### src/rtl/sme_pkg.sv
// sme_pkg: shared constants, types and helper functions of the stable matching enumerator
// used by sme_ctrl, sme_datapath and stable_matching_enumerator_top
`timescale 1ns / 1ps

package sme_pkg;

  // problem size and derived widths
  localparam int PEOPLE  = 3;
  localparam int IDX_W   = (PEOPLE > 2) ? $clog2(PEOPLE) : 1;
  localparam int CAND_W  = $clog2(PEOPLE + 1);
  localparam int CELLS   = PEOPLE * PEOPLE;
  localparam int ADDR_W  = $clog2(CELLS);
  localparam int FIELD_W = 2;
  localparam int RANK_W  = 2;
  localparam int CNT_W   = 3;
  localparam int OUT_MEN = 3;
  localparam int MAX_OUT = 6;

  // request codes
  localparam logic [1:0] REQ_MAN_RANK   = 2'd0;
  localparam logic [1:0] REQ_WOMAN_RANK = 2'd1;
  localparam logic [1:0] REQ_START      = 2'd2;

  // power-up rank tables of the 3x3 corner
  localparam logic [RANK_W-1:0] MAN_INIT [0:2][0:2] = '{
    '{2'd0, 2'd2, 2'd1},
    '{2'd0, 2'd2, 2'd1},
    '{2'd1, 2'd2, 2'd0}
  };
  localparam logic [RANK_W-1:0] WOMAN_INIT [0:2][0:2] = '{
    '{2'd2, 2'd1, 2'd0},
    '{2'd0, 2'd1, 2'd2},
    '{2'd2, 2'd0, 2'd1}
  };

  // controller to datapath commands
  typedef struct packed {
    logic wr_man;
    logic wr_woman;
    logic init;
    logic backtrack;
    logic descend;
    logic next_cand;
    logic chk_start;
    logic chk_next;
    logic rd_sel_b;
    logic sol;
    logic push_last;
  } dp_cmd_t;

  // datapath to controller status
  typedef struct packed {
    logic cand_ovf;
    logic depth_zero;
    logic depth_last;
    logic clash_a;
    logic clash_b;
    logic chk_last;
    logic pend_v;
    logic out_free;
    logic sol_full;
  } dp_stat_t;

  // flat cell address of a rank table entry
  function automatic logic [ADDR_W-1:0] cell_addr(input logic [IDX_W-1:0] row,
                                                  input logic [IDX_W-1:0] col);
    int a;
    a = int'(row) * PEOPLE + int'(col);
    return ADDR_W'(a);
  endfunction

  // reset value of a rank entry
  function automatic logic [RANK_W-1:0] rank_init(input logic woman,
                                                  input logic [IDX_W-1:0] row,
                                                  input logic [IDX_W-1:0] col);
    logic [RANK_W-1:0] r;
    if (int'(row) < 3 && int'(col) < 3) begin
      r = woman ? WOMAN_INIT[int'(row)][int'(col)] : MAN_INIT[int'(row)][int'(col)];
    end else begin
      r = RANK_W'(col);
    end
    return r;
  endfunction

endpackage

### src/rtl/sme_ctrl.sv
// sme_ctrl: search sequencer of the stable matching enumerator
// depends on sme_pkg; drives sme_datapath through dp_cmd_t
`timescale 1ns / 1ps

module sme_ctrl import sme_pkg::*; (
  input  logic       clk,
  input  logic       rst_n,
  input  logic       in_valid,
  output logic       in_stall,
  input  logic [1:0] in_req_type,
  input  dp_stat_t   stat,
  output dp_cmd_t    cmd
);

  typedef enum logic [7:0] {
    S_IDLE   = 8'b0000_0001,
    S_NODE   = 8'b0000_0010,
    S_CHK_A  = 8'b0000_0100,
    S_CHK_B  = 8'b0000_1000,
    S_CHK_C  = 8'b0001_0000,
    S_FIT    = 8'b0010_0000,
    S_SOL    = 8'b0100_0000,
    S_FINISH = 8'b1000_0000
  } state_t;

  state_t state_r, state_nxt;

  // input side only takes transfers while no search runs
  assign in_stall = (state_r != S_IDLE);

  // next state and commands
  always_comb begin
    state_nxt = state_r;
    cmd       = '0;
    case (state_r)
      S_IDLE: begin
        if (in_valid) begin
          if (in_req_type == REQ_MAN_RANK) begin
            cmd.wr_man = 1'b1;
          end else if (in_req_type == REQ_WOMAN_RANK) begin
            cmd.wr_woman = 1'b1;
          end else if (in_req_type == REQ_START) begin
            cmd.init  = 1'b1;
            state_nxt = S_NODE;
          end
        end
      end
      S_NODE: begin
        if (stat.cand_ovf) begin
          if (stat.depth_zero) begin
            state_nxt = S_FINISH;
          end else begin
            cmd.backtrack = 1'b1;
          end
        end else if (stat.depth_zero) begin
          state_nxt = S_FIT;
        end else begin
          cmd.chk_start = 1'b1;
          state_nxt     = S_CHK_A;
        end
      end
      S_CHK_A: begin
        state_nxt = S_CHK_B;
      end
      S_CHK_B: begin
        cmd.rd_sel_b = 1'b1;
        if (stat.clash_a) begin
          cmd.next_cand = 1'b1;
          state_nxt     = S_NODE;
        end else begin
          state_nxt = S_CHK_C;
        end
      end
      S_CHK_C: begin
        if (stat.clash_b) begin
          cmd.next_cand = 1'b1;
          state_nxt     = S_NODE;
        end else if (stat.chk_last) begin
          state_nxt = S_FIT;
        end else begin
          cmd.chk_next = 1'b1;
          state_nxt    = S_CHK_A;
        end
      end
      S_FIT: begin
        if (stat.depth_last) begin
          state_nxt = S_SOL;
        end else begin
          cmd.descend = 1'b1;
          state_nxt   = S_NODE;
        end
      end
      S_SOL: begin
        // wait while the held matching cannot move to the output register
        if (!stat.pend_v || stat.out_free) begin
          cmd.sol = 1'b1;
          if (stat.sol_full) begin
            state_nxt = S_FINISH;
          end else begin
            cmd.next_cand = 1'b1;
            state_nxt     = S_NODE;
          end
        end
      end
      S_FINISH: begin
        if (!stat.pend_v) begin
          state_nxt = S_IDLE;
        end else if (stat.out_free) begin
          cmd.push_last = 1'b1;
          state_nxt     = S_IDLE;
        end
      end
      default: begin
        state_nxt = S_IDLE;
      end
    endcase
  end

  // state register
  always_ff @(posedge clk) begin
    if (!rst_n) begin
      state_r <= S_IDLE;
    end else begin
      state_r <= state_nxt;
    end
  end

endmodule

### src/rtl/sme_datapath.sv
// sme_datapath: rank memories, search registers, stability check and output register
// depends on sme_pkg; controlled by sme_ctrl through dp_cmd_t
`timescale 1ns / 1ps

module sme_datapath import sme_pkg::*; (
  input  logic               clk,
  input  logic               rst_n,
  input  dp_cmd_t            cmd,
  output dp_stat_t           stat,
  input  logic [FIELD_W-1:0] in_person,
  input  logic [FIELD_W-1:0] in_partner,
  input  logic [FIELD_W-1:0] in_rank,
  output logic               out_valid,
  input  logic               out_stall,
  output logic [CNT_W-1:0]   out_solution_number,
  output logic [FIELD_W-1:0] out_wife_of_man_zero,
  output logic [FIELD_W-1:0] out_wife_of_man_one,
  output logic [FIELD_W-1:0] out_wife_of_man_two,
  output logic               out_last_solution
);

  // rank memories with per-entry valid bits
  logic [RANK_W-1:0] man_mem   [CELLS];
  logic [RANK_W-1:0] woman_mem [CELLS];
  logic [CELLS-1:0]  man_vld_r, woman_vld_r;
  logic [RANK_W-1:0] man_q0_r, man_q1_r, woman_q0_r, woman_q1_r;

  // search registers
  logic [IDX_W-1:0]  d_r, i_r;
  logic [CAND_W-1:0] cur_r;
  logic [IDX_W-1:0]  wife_r [PEOPLE];
  logic [CNT_W-1:0]  sol_cnt_r;

  // held matching and output register
  logic               pend_v_r;
  logic [CNT_W-1:0]   pend_num_r;
  logic [FIELD_W-1:0] pend_wife_r [OUT_MEN];
  logic               out_valid_r;
  logic [CNT_W-1:0]   out_num_r;
  logic [FIELD_W-1:0] out_wife_r [OUT_MEN];
  logic               out_last_r;

  logic               wr_ok;
  logic [ADDR_W-1:0]  wr_addr;
  logic [IDX_W-1:0]   d_dec, w_idx, v_idx;
  logic [IDX_W-1:0]   mr0, mc0, mr1, mc1, wr0, wc0, wr1, wc1;
  logic [FIELD_W-1:0] sol_wife [OUT_MEN];
  logic               out_free;

  // write address with range check
  assign wr_ok   = ({1'b0, in_person} < 3'(PEOPLE)) && ({1'b0, in_partner} < 3'(PEOPLE));
  assign wr_addr = cell_addr(in_person[IDX_W-1:0], in_partner[IDX_W-1:0]);

  // man one level up, candidate wife and wife of the earlier man
  assign d_dec = IDX_W'(d_r - IDX_W'(1));
  assign w_idx = cur_r[IDX_W-1:0];
  assign v_idx = wife_r[i_r];

  // read addresses: phase a tests man i with woman w, phase b man d with woman v
  always_comb begin
    if (!cmd.rd_sel_b) begin
      mr0 = i_r;   mc0 = w_idx;
      mr1 = i_r;   mc1 = v_idx;
      wr0 = w_idx; wc0 = i_r;
      wr1 = w_idx; wc1 = d_r;
    end else begin
      mr0 = d_r;   mc0 = v_idx;
      mr1 = d_r;   mc1 = w_idx;
      wr0 = v_idx; wc0 = d_r;
      wr1 = v_idx; wc1 = i_r;
    end
  end

  // memory writes
  always_ff @(posedge clk) begin
    if (cmd.wr_man && wr_ok) begin
      man_mem[wr_addr] <= in_rank;
    end
    if (cmd.wr_woman && wr_ok) begin
      woman_mem[wr_addr] <= in_rank;
    end
  end

  // valid bits, cleared at reset so entries read as their power-up ranks
  always_ff @(posedge clk) begin
    if (!rst_n) begin
      man_vld_r   <= '0;
      woman_vld_r <= '0;
    end else begin
      if (cmd.wr_man && wr_ok) begin
        man_vld_r[wr_addr] <= 1'b1;
      end
      if (cmd.wr_woman && wr_ok) begin
        woman_vld_r[wr_addr] <= 1'b1;
      end
    end
  end

  // registered reads, two ports per memory
  always_ff @(posedge clk) begin
    man_q0_r   <= man_vld_r[cell_addr(mr0, mc0)] ? man_mem[cell_addr(mr0, mc0)]
                                                 : rank_init(1'b0, mr0, mc0);
    man_q1_r   <= man_vld_r[cell_addr(mr1, mc1)] ? man_mem[cell_addr(mr1, mc1)]
                                                 : rank_init(1'b0, mr1, mc1);
    woman_q0_r <= woman_vld_r[cell_addr(wr0, wc0)] ? woman_mem[cell_addr(wr0, wc0)]
                                                   : rank_init(1'b1, wr0, wc0);
    woman_q1_r <= woman_vld_r[cell_addr(wr1, wc1)] ? woman_mem[cell_addr(wr1, wc1)]
                                                   : rank_init(1'b1, wr1, wc1);
  end

  // search registers
  always_ff @(posedge clk) begin
    if (!rst_n) begin
      d_r       <= '0;
      i_r       <= '0;
      cur_r     <= '0;
      sol_cnt_r <= '0;
    end else begin
      if (cmd.init) begin
        d_r       <= '0;
        cur_r     <= '0;
        sol_cnt_r <= '0;
      end
      if (cmd.backtrack) begin
        d_r   <= d_dec;
        cur_r <= CAND_W'({1'b0, wife_r[d_dec]} + 1'b1);
      end
      if (cmd.descend) begin
        d_r   <= IDX_W'(d_r + IDX_W'(1));
        cur_r <= '0;
      end
      if (cmd.next_cand) begin
        cur_r <= CAND_W'(cur_r + CAND_W'(1));
      end
      if (cmd.chk_start) begin
        i_r <= '0;
      end
      if (cmd.chk_next) begin
        i_r <= IDX_W'(i_r + IDX_W'(1));
      end
      if (cmd.sol) begin
        sol_cnt_r <= CNT_W'(sol_cnt_r + CNT_W'(1));
      end
    end
  end

  // wives of the accepted men
  always_ff @(posedge clk) begin
    if (cmd.descend) begin
      wife_r[d_r] <= w_idx;
    end
  end

  // complete matching in output field order
  for (genvar k = 0; k < OUT_MEN; k++) begin : g_sol
    if (k < PEOPLE - 1) begin : g_held
      assign sol_wife[k] = FIELD_W'(wife_r[k]);
    end else if (k == PEOPLE - 1) begin : g_cur
      assign sol_wife[k] = FIELD_W'(w_idx);
    end else begin : g_none
      assign sol_wife[k] = '0;
    end
  end

  // held matching waits for the next one or the end of the search
  always_ff @(posedge clk) begin
    if (!rst_n) begin
      pend_v_r <= 1'b0;
    end else begin
      if (cmd.init || cmd.push_last) begin
        pend_v_r <= 1'b0;
      end
      if (cmd.sol) begin
        pend_v_r <= 1'b1;
      end
    end
  end

  always_ff @(posedge clk) begin
    if (cmd.sol) begin
      pend_num_r  <= CNT_W'(sol_cnt_r + CNT_W'(1));
      pend_wife_r <= sol_wife;
    end
  end

  // output register
  assign out_free = !out_valid_r || !out_stall;

  always_ff @(posedge clk) begin
    if (!rst_n) begin
      out_valid_r <= 1'b0;
    end else if ((cmd.sol && pend_v_r) || cmd.push_last) begin
      out_valid_r <= 1'b1;
    end else if (!out_stall) begin
      out_valid_r <= 1'b0;
    end
  end

  always_ff @(posedge clk) begin
    if ((cmd.sol && pend_v_r) || cmd.push_last) begin
      out_num_r  <= pend_num_r;
      out_wife_r <= pend_wife_r;
      out_last_r <= cmd.push_last;
    end
  end

  assign out_valid            = out_valid_r;
  assign out_solution_number  = out_num_r;
  assign out_wife_of_man_zero = out_wife_r[0];
  assign out_wife_of_man_one  = out_wife_r[1];
  assign out_wife_of_man_two  = out_wife_r[2];
  assign out_last_solution    = out_last_r;

  // status to the controller
  always_comb begin
    stat.cand_ovf   = (cur_r >= CAND_W'(PEOPLE));
    stat.depth_zero = (d_r == '0);
    stat.depth_last = (d_r == IDX_W'(PEOPLE - 1));
    stat.clash_a    = (v_idx == w_idx) ||
                      ((man_q0_r < man_q1_r) && (woman_q0_r < woman_q1_r));
    stat.clash_b    = (man_q0_r < man_q1_r) && (woman_q0_r < woman_q1_r);
    stat.chk_last   = (IDX_W'(i_r + IDX_W'(1)) == d_r);
    stat.pend_v     = pend_v_r;
    stat.out_free   = out_free;
    stat.sol_full   = (sol_cnt_r == CNT_W'(MAX_OUT - 1));
  end

endmodule

### src/rtl/stable_matching_enumerator_top.sv
// stable_matching_enumerator_top: top level of the stable matching enumerator
// depends on sme_pkg, sme_ctrl and sme_datapath
`timescale 1ns / 1ps

// Usage
// - input channel (in_valid / in_stall): req_type 0 writes a man rank entry,
//   1 a woman rank entry (person, partner, rank); 2 starts a search; 3 is dropped.
//   Writes with person or partner out of range are ignored.
// - a write is taken while idle; the block takes a new transfer in the next cycle.
// - a search walks the wife assignments in lexicographic order: it tests each
//   candidate node, checks each earlier man in S_CHK_A, S_CHK_B and, unless
//   phase a clashes, S_CHK_C (two reads of each rank memory per cycle), and
//   then descends or backtracks. in_stall stays high for the whole search.
// - each stable matching leaves on the output channel (out_valid / out_stall)
//   with its running number; a matching is held until the next one is found,
//   so the final one carries out_last_solution. At most six are sent.
// - a stalled result holds in the output register; the search pauses when a new
//   matching is found while a held one waits behind a stalled result, and at
//   the end until the held matching can move to the output register.
// - reset returns the rank tables to their power-up contents through per-entry
//   valid bits at once, and leaves the block idle with no result pending.

module stable_matching_enumerator_top import sme_pkg::*; (
  input  logic               clk,
  input  logic               rst_n,
  input  logic               in_valid,
  output logic               in_stall,
  input  logic [1:0]         in_req_type,
  input  logic [FIELD_W-1:0] in_person,
  input  logic [FIELD_W-1:0] in_partner,
  input  logic [FIELD_W-1:0] in_rank,
  output logic               out_valid,
  input  logic               out_stall,
  output logic [CNT_W-1:0]   out_solution_number,
  output logic [FIELD_W-1:0] out_wife_of_man_zero,
  output logic [FIELD_W-1:0] out_wife_of_man_one,
  output logic [FIELD_W-1:0] out_wife_of_man_two,
  output logic               out_last_solution
);

  dp_cmd_t  cmd;
  dp_stat_t stat;

  // sequencer
  sme_ctrl u_ctrl (
    .clk         (clk),
    .rst_n       (rst_n),
    .in_valid    (in_valid),
    .in_stall    (in_stall),
    .in_req_type (in_req_type),
    .stat        (stat),
    .cmd         (cmd)
  );

  // memories, search registers and output register
  sme_datapath u_dp (
    .clk                  (clk),
    .rst_n                (rst_n),
    .cmd                  (cmd),
    .stat                 (stat),
    .in_person            (in_person),
    .in_partner           (in_partner),
    .in_rank              (in_rank),
    .out_valid            (out_valid),
    .out_stall            (out_stall),
    .out_solution_number  (out_solution_number),
    .out_wife_of_man_zero (out_wife_of_man_zero),
    .out_wife_of_man_one  (out_wife_of_man_one),
    .out_wife_of_man_two  (out_wife_of_man_two),
    .out_last_solution    (out_last_solution)
  );

  // a start transfer makes the block busy in the next cycle
  a_start_busy: assert property (@(posedge clk) disable iff (!rst_n)
    (in_valid && !in_stall && (in_req_type == REQ_START)) |=> in_stall)
    else $error("search start did not raise in_stall");

  // a result that is not the last one only shows while the search still runs
  a_mid_result_busy: assert property (@(posedge clk) disable iff (!rst_n)
    (out_valid && !out_last_solution) |-> in_stall)
    else $error("non-final result shown while idle");

  // running number stays within the emitted range
  a_number_range: assert property (@(posedge clk) disable iff (!rst_n)
    out_valid |-> ((out_solution_number != '0) &&
                   (out_solution_number <= CNT_W'(MAX_OUT))))
    else $error("solution number out of range");

endmodule
### config.mk
export PLATFORM = sky130hd
export DESIGN_NAME = stable_matching_enumerator_top
export DESIGN_NICKNAME = d
export VERILOG_FILES = /design/src/rtl/sme_pkg.sv /design/src/rtl/sme_ctrl.sv /design/src/rtl/sme_datapath.sv /design/src/rtl/stable_matching_enumerator_top.sv
export SDC_FILE = /design/constraint.sdc
export NUM_CORES = 1
export LEC_CHECK = 0
export BUFFER_PORTS_ARGS = -buffer_cell sky130_fd_sc_hd__buf_2
export CAP_MARGIN = 10
export CORE_ASPECT_RATIO = 1.25
export CORE_MARGIN = 5
export CORE_UTILIZATION = 35
export CTS_CLUSTER_DIAMETER = 80
export DETAILED_ROUTE_END_ITERATION = 8
export GPL_TIMING_DRIVEN = 0
export PLACE_DENSITY = 0.55
export SETUP_SLACK_MARGIN = 0.5
export SLEW_MARGIN = 0
export SYNTH_ARGS = -nofsm -noshare
export SYNTH_HDL_FRONTEND = slang
export SYNTH_SLANG_ARGS = --single-unit
### constraint.sdc
create_clock -name clk -period 3.5 [get_ports clk]
set_input_delay 0.7 -clock clk [delete_from_list [all_inputs] [get_ports clk]]
set_output_delay 0.7 -clock clk [all_outputs]
set_load 0.1 [all_outputs]
==> metrics.csv, run 1 <==
stage;metric;value;unit
detailed_routing;# DRC;0;
grt;largest net degree at the start of global routing;20;
clocking;CTS tree;yes;
power_and_ir_drop;LEAKAGE;2.758;nW
timing;Final Hold Viols;0;
job;maxcap violations;0;
logic_synthesis;synth warn;0;
grt;GRT Util Overall;0.1480;
timing;RSZ-0062 raised after global routing;yes;
logic_synthesis;commonest cells in the netlist;edfxtp_1, dfxtp_1, nor2_1;
clocking;Clock Tree Buf Depth;2;
grt;M2 GR Usage;0.2793;
timing;Least-Margin Pin Slew;0.9703;ns
critical_path;CP arrival;4.06;ns
worst_hold_path;Hold Path Depth;0;
logic_synthesis;Post-synth EDFFs;63;
detailed_routing;routed len/inst;17.41;um
logic_synthesis;cells after synthesis;501;
placed_design;GP Congestion;0.7955;
detailed_routing;via density per instance;5.230;
detailed_routing;Pre-antenna DRT Iters;4;
floorplan;FP Rows;53;
critical_path;Setup Crit Path Kind;reg -> reg;
critical_path;CP Capture Type;register;
timing;Worst Clk Skew;0.01029;ns
cells_and_area;cell area after layout;7346;um^2
floorplan;die area;19940;um^2
timing;final worst slack;-0.3203;ns
critical_path;Worst EP required;3.74;ns
grt;grt ovf;0;
cells_and_area;layout cells sized above 1;0.3174;
critical_path;critical path peak fanout;4;
grt;antenna violations before repair;0;
grt;first-pass GRT wire length;23.09;mm
detailed_routing;drt initial violations;283;
timing;fmax;261.8;MHz
floorplan;initial core utilization;0.3575;
logic_synthesis;FFs w/ async S/R, synth;0;
logic_synthesis;Synth area leaders;edfxtp_1, dfxtp_1, mux4_2, ha_1, mux2i_1;
grt;GRT met3 Usage;0.03278;
clocking;CTS H-tree depth;3;
logic_synthesis;Cell variety after synth;73;
critical_path;number of cells on the worst reg-to-reg path;15;
critical_path;critical path's slowest cell;or4b_4;
placed_design;HPWL Detailed;10.26;mm
detailed_routing;drt total wl;14.03;mm
critical_path;CP most frequent cell;mux2i_1;
timing;fin crit period;3.820;ns
placed_design;port bufs;22;
logic_synthesis;Syn Area/Cell;12.02;um^2
clocking;root buffer cell;clkbuf_16;
logic_synthesis;count leader, synth;edfxtp_1;
timing;fin crit share;1.092;
grt;vias in the first global route;4390;
logic_synthesis;Mapped Area;6021;um^2
power_and_ir_drop;VDD IR-drop max;0.3901;mV
clocking;total CTS buffers;9;
cells_and_area;Diodes inserted;0;
logic_synthesis;largest area contributor in the netlist;edfxtp_1;
clocking;clock latency on the worst-skew pair;0.36;ns
logic_synthesis;Yosys top cell area share;0.3142;
critical_path;flop-to-flop setup slack;-0.32;ns
timing;max-slew violation count;0;
grt;met1 usage;0.1634;
clocking;Num Clock Sinks;110;
cells_and_area;Synth-to-Final Area Change;22.01;%
logic_synthesis;Yosys reg bits;110;
status;status;finished, violations left;
logic_synthesis;Post-synth top flop;edfxtp_1;
placed_design;post-placement cell area;6495;um^2
timing;Final setup violation count;7;
floorplan;die height;156.6;um
critical_path;CP Launch Type;register;
worst_hold_path;min-delay worst type;reg -> reg;
grt;gr busiest metal;met2;
cells_and_area;Final nets;623;
power_and_ir_drop;power per cell area;353.5;nW/um^2
logic_synthesis;sequential area share after synthesis;0.4705;
clocking;cts hold-fix bufs;0;
critical_path;CP peak stage delay;0.57;ns
status;failing checks;setup timing;
critical_path;crit path cell chain;or4b_4 > buf_4 > nor2_4 > buf_8 > mux2i_4 > inv_2 > ha_4 > ha_2 > or2b_1 > or4_1 > o311ai_2 > a311o_4 > mux2_4 > mux2i_1 > mux2i_1;
cells_and_area;Final Util;0.4361;
detailed_routing;Antenna Nets Post-Route;0;
floorplan;overall die width;127.3;um
clocking;Clock Pin Slew Worst Setup and Hold Paths;0.08;ns
floorplan;core area;16840;um^2
detailed_routing;Via Count;4215;
timing;relative slew slack;0.3531;
floorplan;Ports;24;
[cell type report]
class	instances	area, um^2
fillers	1598	9498
multi-input cells	353	3213
inverters	23	93.84
repair buffers	68	462.9
plain buffers	16	122.6
clock inverters	5	72.57
clock buffers	11	254.0
flip-flops and latches	110	2851
well taps	220	275.3
[metal layers]
| layer | vias up | share of wire |
|---|---|---|
| met5 | - | 0 |
| met4 | 0 | 0.022 |
| met3 | 15 | 0.026 |
| met1 | 2098 | 0.40 |
| li1 | 2042 | - |
| met2 | 60 | 0.56 |
[power by group]
part	switching, mW	leakage [nW]	internal, mW	total, mW
logic	0.0794	1.66	0.0381	0.118
clock network	0.496	0.161	0.616	1.11
registers	0.00482	0.942	1.36	1.37
[kinds of logic (layout without fill, tap and decap cells)]
logic type / after synthesis / in the layout / synth area share
simple gates: 148 / 148 / 0.1388
flops: 110 / 110 / 0.4705
compound gates: 96 / 96 / 0.1072
mux: 62 / 62 / 0.1646
buf+inv: 39 / 123 / 0.02660
fa+ha+maj: 30 / 30 / 0.06733
xor+xnor: 15 / 15 / 0.02432
other cells: 1 / 2 / 0.0006228
[through the flow]
stage	hold WS, ns	setup slack [ns]	TNS, ns	cells	power [mW]
after floorplan	0.4003	-0.06355	-0.1046	502	1.471
after global placement	0.4009	-0.5015	-2.577	744	1.512
after detailed placement	0.4062	-0.5370	-2.619	744	1.514
after CTS	0.4241	-0.2437	-0.7924	799	2.629
after global routing	0.4347	-0.3861	-2.174	806	2.692
final	0.4220	-0.3203	-1.047	806	2.597
[state kept, by name (all words and copies together), names as in the netlist, named ones only]
signal and cells:
u_dp.cur_r 2, u_dp.out_wife_of_man_one 2, u_dp.man_q0_r 2, u_dp.out_wife_of_man_two 2, u_dp.woman_mem 18, u_ctrl.state_r 8, u_dp.woman_q1_r 2, u_dp.woman_q0_r 2
u_dp.i_r 2, u_dp.out_solution_number 3, u_dp.pend_num_r 3, u_dp.out_wife_of_man_zero 2, u_dp.wife_r 8, u_dp.pend_v_r 1, u_dp.pend_wife_r 6, u_dp.man_q1_r 2
u_dp.sol_cnt_r 3, u_dp.man_vld_r 9, u_dp.out_last_solution 1, u_dp.d_r 2, u_dp.out_valid 1, u_dp.man_mem 18, u_dp.woman_vld_r 9
[final timing paths]
| check | startpoint | endpoint |
|---|---|---|
| min | u_dp.pend_wife_r[4]$_DFFE_PP_ | u_dp.out_wife_of_man_zero[0]$_DFFE_PP_ |
| max | u_ctrl.state_r[4]$_SDFFE_PN0P_ | u_dp.man_q0_r[1]$_DFF_P_ |
| max reg2reg | u_ctrl.state_r[4]$_SDFFE_PN0P_ | u_dp.man_q0_r[1]$_DFF_P_ |
| min reg2reg | u_dp.pend_wife_r[4]$_DFFE_PP_ | u_dp.out_wife_of_man_zero[0]$_DFFE_PP_ |
[worst max-delay path: cells and delay by family, from the launching register on]
family,cells,cell delay (ns)
compound gates,2,0.29
fa+ha+maj,2,0.36
buf+inv,3,0.38
flops,1,0.36
mux,4,1.00
simple gates,4,1.29
[cell usage in the layout (no fill, tap or decap), drive strengths merged, types with 3 or more instances in the layout]
master,count
xor2,6
mux2i,23
a31oi,6
clkbuf,19
a21oi,22
buf,75
nor3b,4
fa,4
mux2,11
nand4,3
ha,26
o21ai,22
edfxtp,63
a21boi,5
nand3,13
nand2,26
o21a,21
nand2b,10
xnor2,9
nor2b,15
inv,25
and3,4
o211ai,3
dfxtp,47
nor4,5
nor3,15
nor2,31
mux4,28
and2,7
[timing repair]
item / CTS / global route
cloned: 0 / 0
pin swaps: 10 / 6
gates resized for setup: 41 / 11
setup buffers: 39 / 7
setup endpoints to repair: 8 / 8
(Power assumes the default switching activity.)
==> run 2: changes to the inputs <==
Settings changed: CTS_BUF_LIST set to sky130_fd_sc_hd__clkbuf_2 sky130_fd_sc_hd__clkbuf_4 sky130_fd_sc_hd__clkbuf_8.
==> metrics.csv, run 2 (synthesis results as in run 1) <==
stage;metric;value;unit;change
cells_and_area;commonest non-fill, non-tap cell in the layout;edfxtp_1;;
placed_design;port bufs;22;;unchanged
placed_design;GP Congestion;0.7955;;unchanged
floorplan;FP Rows;53;;unchanged
clocking;CTS tree;yes;;
detailed_routing;via density per instance;5.253;;+0.46%
grt;antenna violations before repair;0;;unchanged
floorplan;die height;156.6;um;unchanged
detailed_routing;Antenna Nets Post-Route;0;;unchanged
clocking;total CTS buffers;9;;unchanged
detailed_routing;routed len/inst;17.58;um;+1.0%
power_and_ir_drop;logic gate share of total power;0.049;;+0.004
detailed_routing;# DRC;0;;unchanged
grt;largest net degree at the start of global routing;20;;unchanged
cells_and_area;Diodes inserted;0;;unchanged
timing;relative slew slack;0.3529;;about the same
timing;fin crit share;1.083;;-0.008996
timing;Final Hold Viols;0;;unchanged
clocking;CTS H-tree depth;3;;unchanged
job;maxcap violations;0;;unchanged
critical_path;CP arrival;4.08;ns;+0.02 ns
timing;Final setup violation count;6;;-1
power_and_ir_drop;LEAKAGE;2.683;nW;-2.7%
floorplan;Ports;24;;unchanged
critical_path;critical path peak fanout;4;;unchanged
floorplan;overall die width;127.3;um;unchanged
cells_and_area;Synth-to-Final Area Change;19.66;%;
clocking;Clock Pin Slew Worst Setup and Hold Paths;0.11;ns;+0.03 ns
power_and_ir_drop;Seq pwr share;0.575;;+0.049
status;failing checks;setup timing;;
critical_path;Setup Crit Path Kind;reg -> reg;;
power_and_ir_drop;VDD IR-drop max;0.2929;mV;-25%
grt;vias in the first global route;4387;;-0.068%
cells_and_area;largest registers;u_dp.man_mem: 18 flops, u_dp.woman_mem: 18 flops;;
status;status;finished, violations left;;
detailed_routing;Via Count;4208;;-0.17%
cells_and_area;layout cells sized above 1;0.3098;;-0.007595
clocking;root buffer cell;clkbuf_8;;
grt;GRT Util Overall;0.1476;;-0.0003280
clocking;Num Clock Sinks;110;;unchanged
floorplan;core area;16840;um^2;unchanged
cells_and_area;most frequent cells in the layout;edfxtp_1, buf_4, dfxtp_1;;
timing;RSZ-0062 raised after global routing;yes;;
power_and_ir_drop;P_sw;551.5;uW;-5.0%
detailed_routing;drt initial violations;212;;-25%
timing;Least-Margin Pin Slew;0.9706;ns;+0.0002707 ns
timing;max-slew violation count;0;;unchanged
grt;first-pass GRT wire length;22.91;mm;-0.75%
grt;grt ovf;0;;unchanged
cells_and_area;Final nets;618;;-0.80%
placed_design;HPWL Detailed;10.26;mm;unchanged
floorplan;initial core utilization;0.3575;;unchanged
detailed_routing;drt total wl;14.09;mm;+0.38%
critical_path;CP Launch Type;register;;
power_and_ir_drop;clock group share of total power;0.376;;-0.052
clocking;cts hold-fix bufs;0;;unchanged
power_and_ir_drop;Pint;1.828;mW;-9.3%
timing;fmax;263.9;MHz;+0.83%
timing;fin crit period;3.789;ns;-0.03149 ns
power_and_ir_drop;total power;2.380;mW;-8.4%
timing;final worst slack;-0.2888;ns;+0.03149 ns
clocking;Clock Tree Buf Depth;2;;unchanged
cells_and_area;Final Util;0.4277;;-0.008394
clocking;clock latency on the worst-skew pair;0.39;ns;+0.03 ns
worst_hold_path;min-delay worst type;reg -> reg;;
power_and_ir_drop;power per cell area;330.3;nW/um^2;-6.6%
timing;Worst Clk Skew;0.01141;ns;+0.001113 ns
detailed_routing;Pre-antenna DRT Iters;4;;unchanged
floorplan;die area;19940;um^2;unchanged
critical_path;Worst EP required;3.79;ns;+0.05 ns
power_and_ir_drop;sw frac;0.2317;;+0.008128
critical_path;CP Capture Type;register;;
run 2: timing repair:
action	4_1_cts	5_1_grt
resized for setup	31	15
buffers inserted	34	7
endpoints found under the setup margin	8	8
pin swaps	8	5
run 2: worst max-delay path: stages, from the launching register on:
cell and delay [ns]:
dfxtp_4 0.37, or4b_4 0.60, nor2_4 0.16, buf_8 0.13, mux2i_4 0.29, inv_2 0.07, ha_2 0.22, ha_2 0.19
or2b_1 0.23, or4_1 0.42, o311ai_2 0.09, a311o_4 0.19, mux2_4 0.31, mux2i_1 0.12, mux2i_1 0.29
run 2: final cells by class:
cell class | instances | area [um^2]
sequential | 110 | 2851
buffer | 16 | 106.4
clock buffer | 10 | 131.4
fill | 1618 | 9639
timing repair buffer | 63 | 425.4
inverter | 23 | 91.34
tap | 220 | 275.3
multi-input combinational | 353 | 3221
clock inverter | 6 | 102.6
run 2: path summary, 6_finish.rpt:
path | startpoint | end | slack, ns | cells after the start
max | u_ctrl.state_r[0]$_SDFFE_PN1P_ | u_dp.man_q0_r[1]$_DFF_P_ | -0.29 | 14
min reg2reg | u_dp.pend_wife_r[4]$_DFFE_PP_ | u_dp.out_wife_of_man_zero[0]$_DFFE_PP_ | 0.43 | 0
max reg2reg | u_ctrl.state_r[0]$_SDFFE_PN1P_ | u_dp.man_q0_r[1]$_DFF_P_ | -0.29 | 14
min | u_dp.pend_wife_r[4]$_DFFE_PP_ | u_dp.out_wife_of_man_zero[0]$_DFFE_PP_ | 0.43 | 0
run 2: per-stage QoR:
step / cells / setup TNS [ns] / hold slack, ns / instance area [um^2] / setup slack, ns
detailed placement: 744 / -2.619 / 0.4062 / 6495 / -0.5370
finish: 801 / -0.8523 / 0.4289 / 7204 / -0.2888
global placement: 744 / -2.577 / 0.4009 / 6495 / -0.5015
CTS: 794 / -1.051 / 0.4324 / 7083 / -0.2496
global route: 801 / -2.044 / 0.4450 / 7204 / -0.4085
floorplan: 502 / -0.1046 / 0.4003 / 6110 / -0.06355
run 2: power by group through the flow:
stage / Combinational [mW] / Clock [mW] / Sequential (mW)
floorplan: 0.0729 / 0 / 1.40
global placement: 0.112 / 0 / 1.40
detailed placement: 0.114 / 0 / 1.40
CTS: 0.119 / 0.925 / 1.37
global route: 0.128 / 0.978 / 1.37
finish: 0.117 / 0.895 / 1.37
run 2: metal layers:
layer,vias up,share of wire,GRT usage,wire (um)
met2,68,0.56,0.2793,7839
met5,-,0,0,0
met3,16,0.027,0.03175,386
li1,2030,-,-,-
met4,0,0.022,0.05212,311
met1,2094,0.39,0.1611,5548
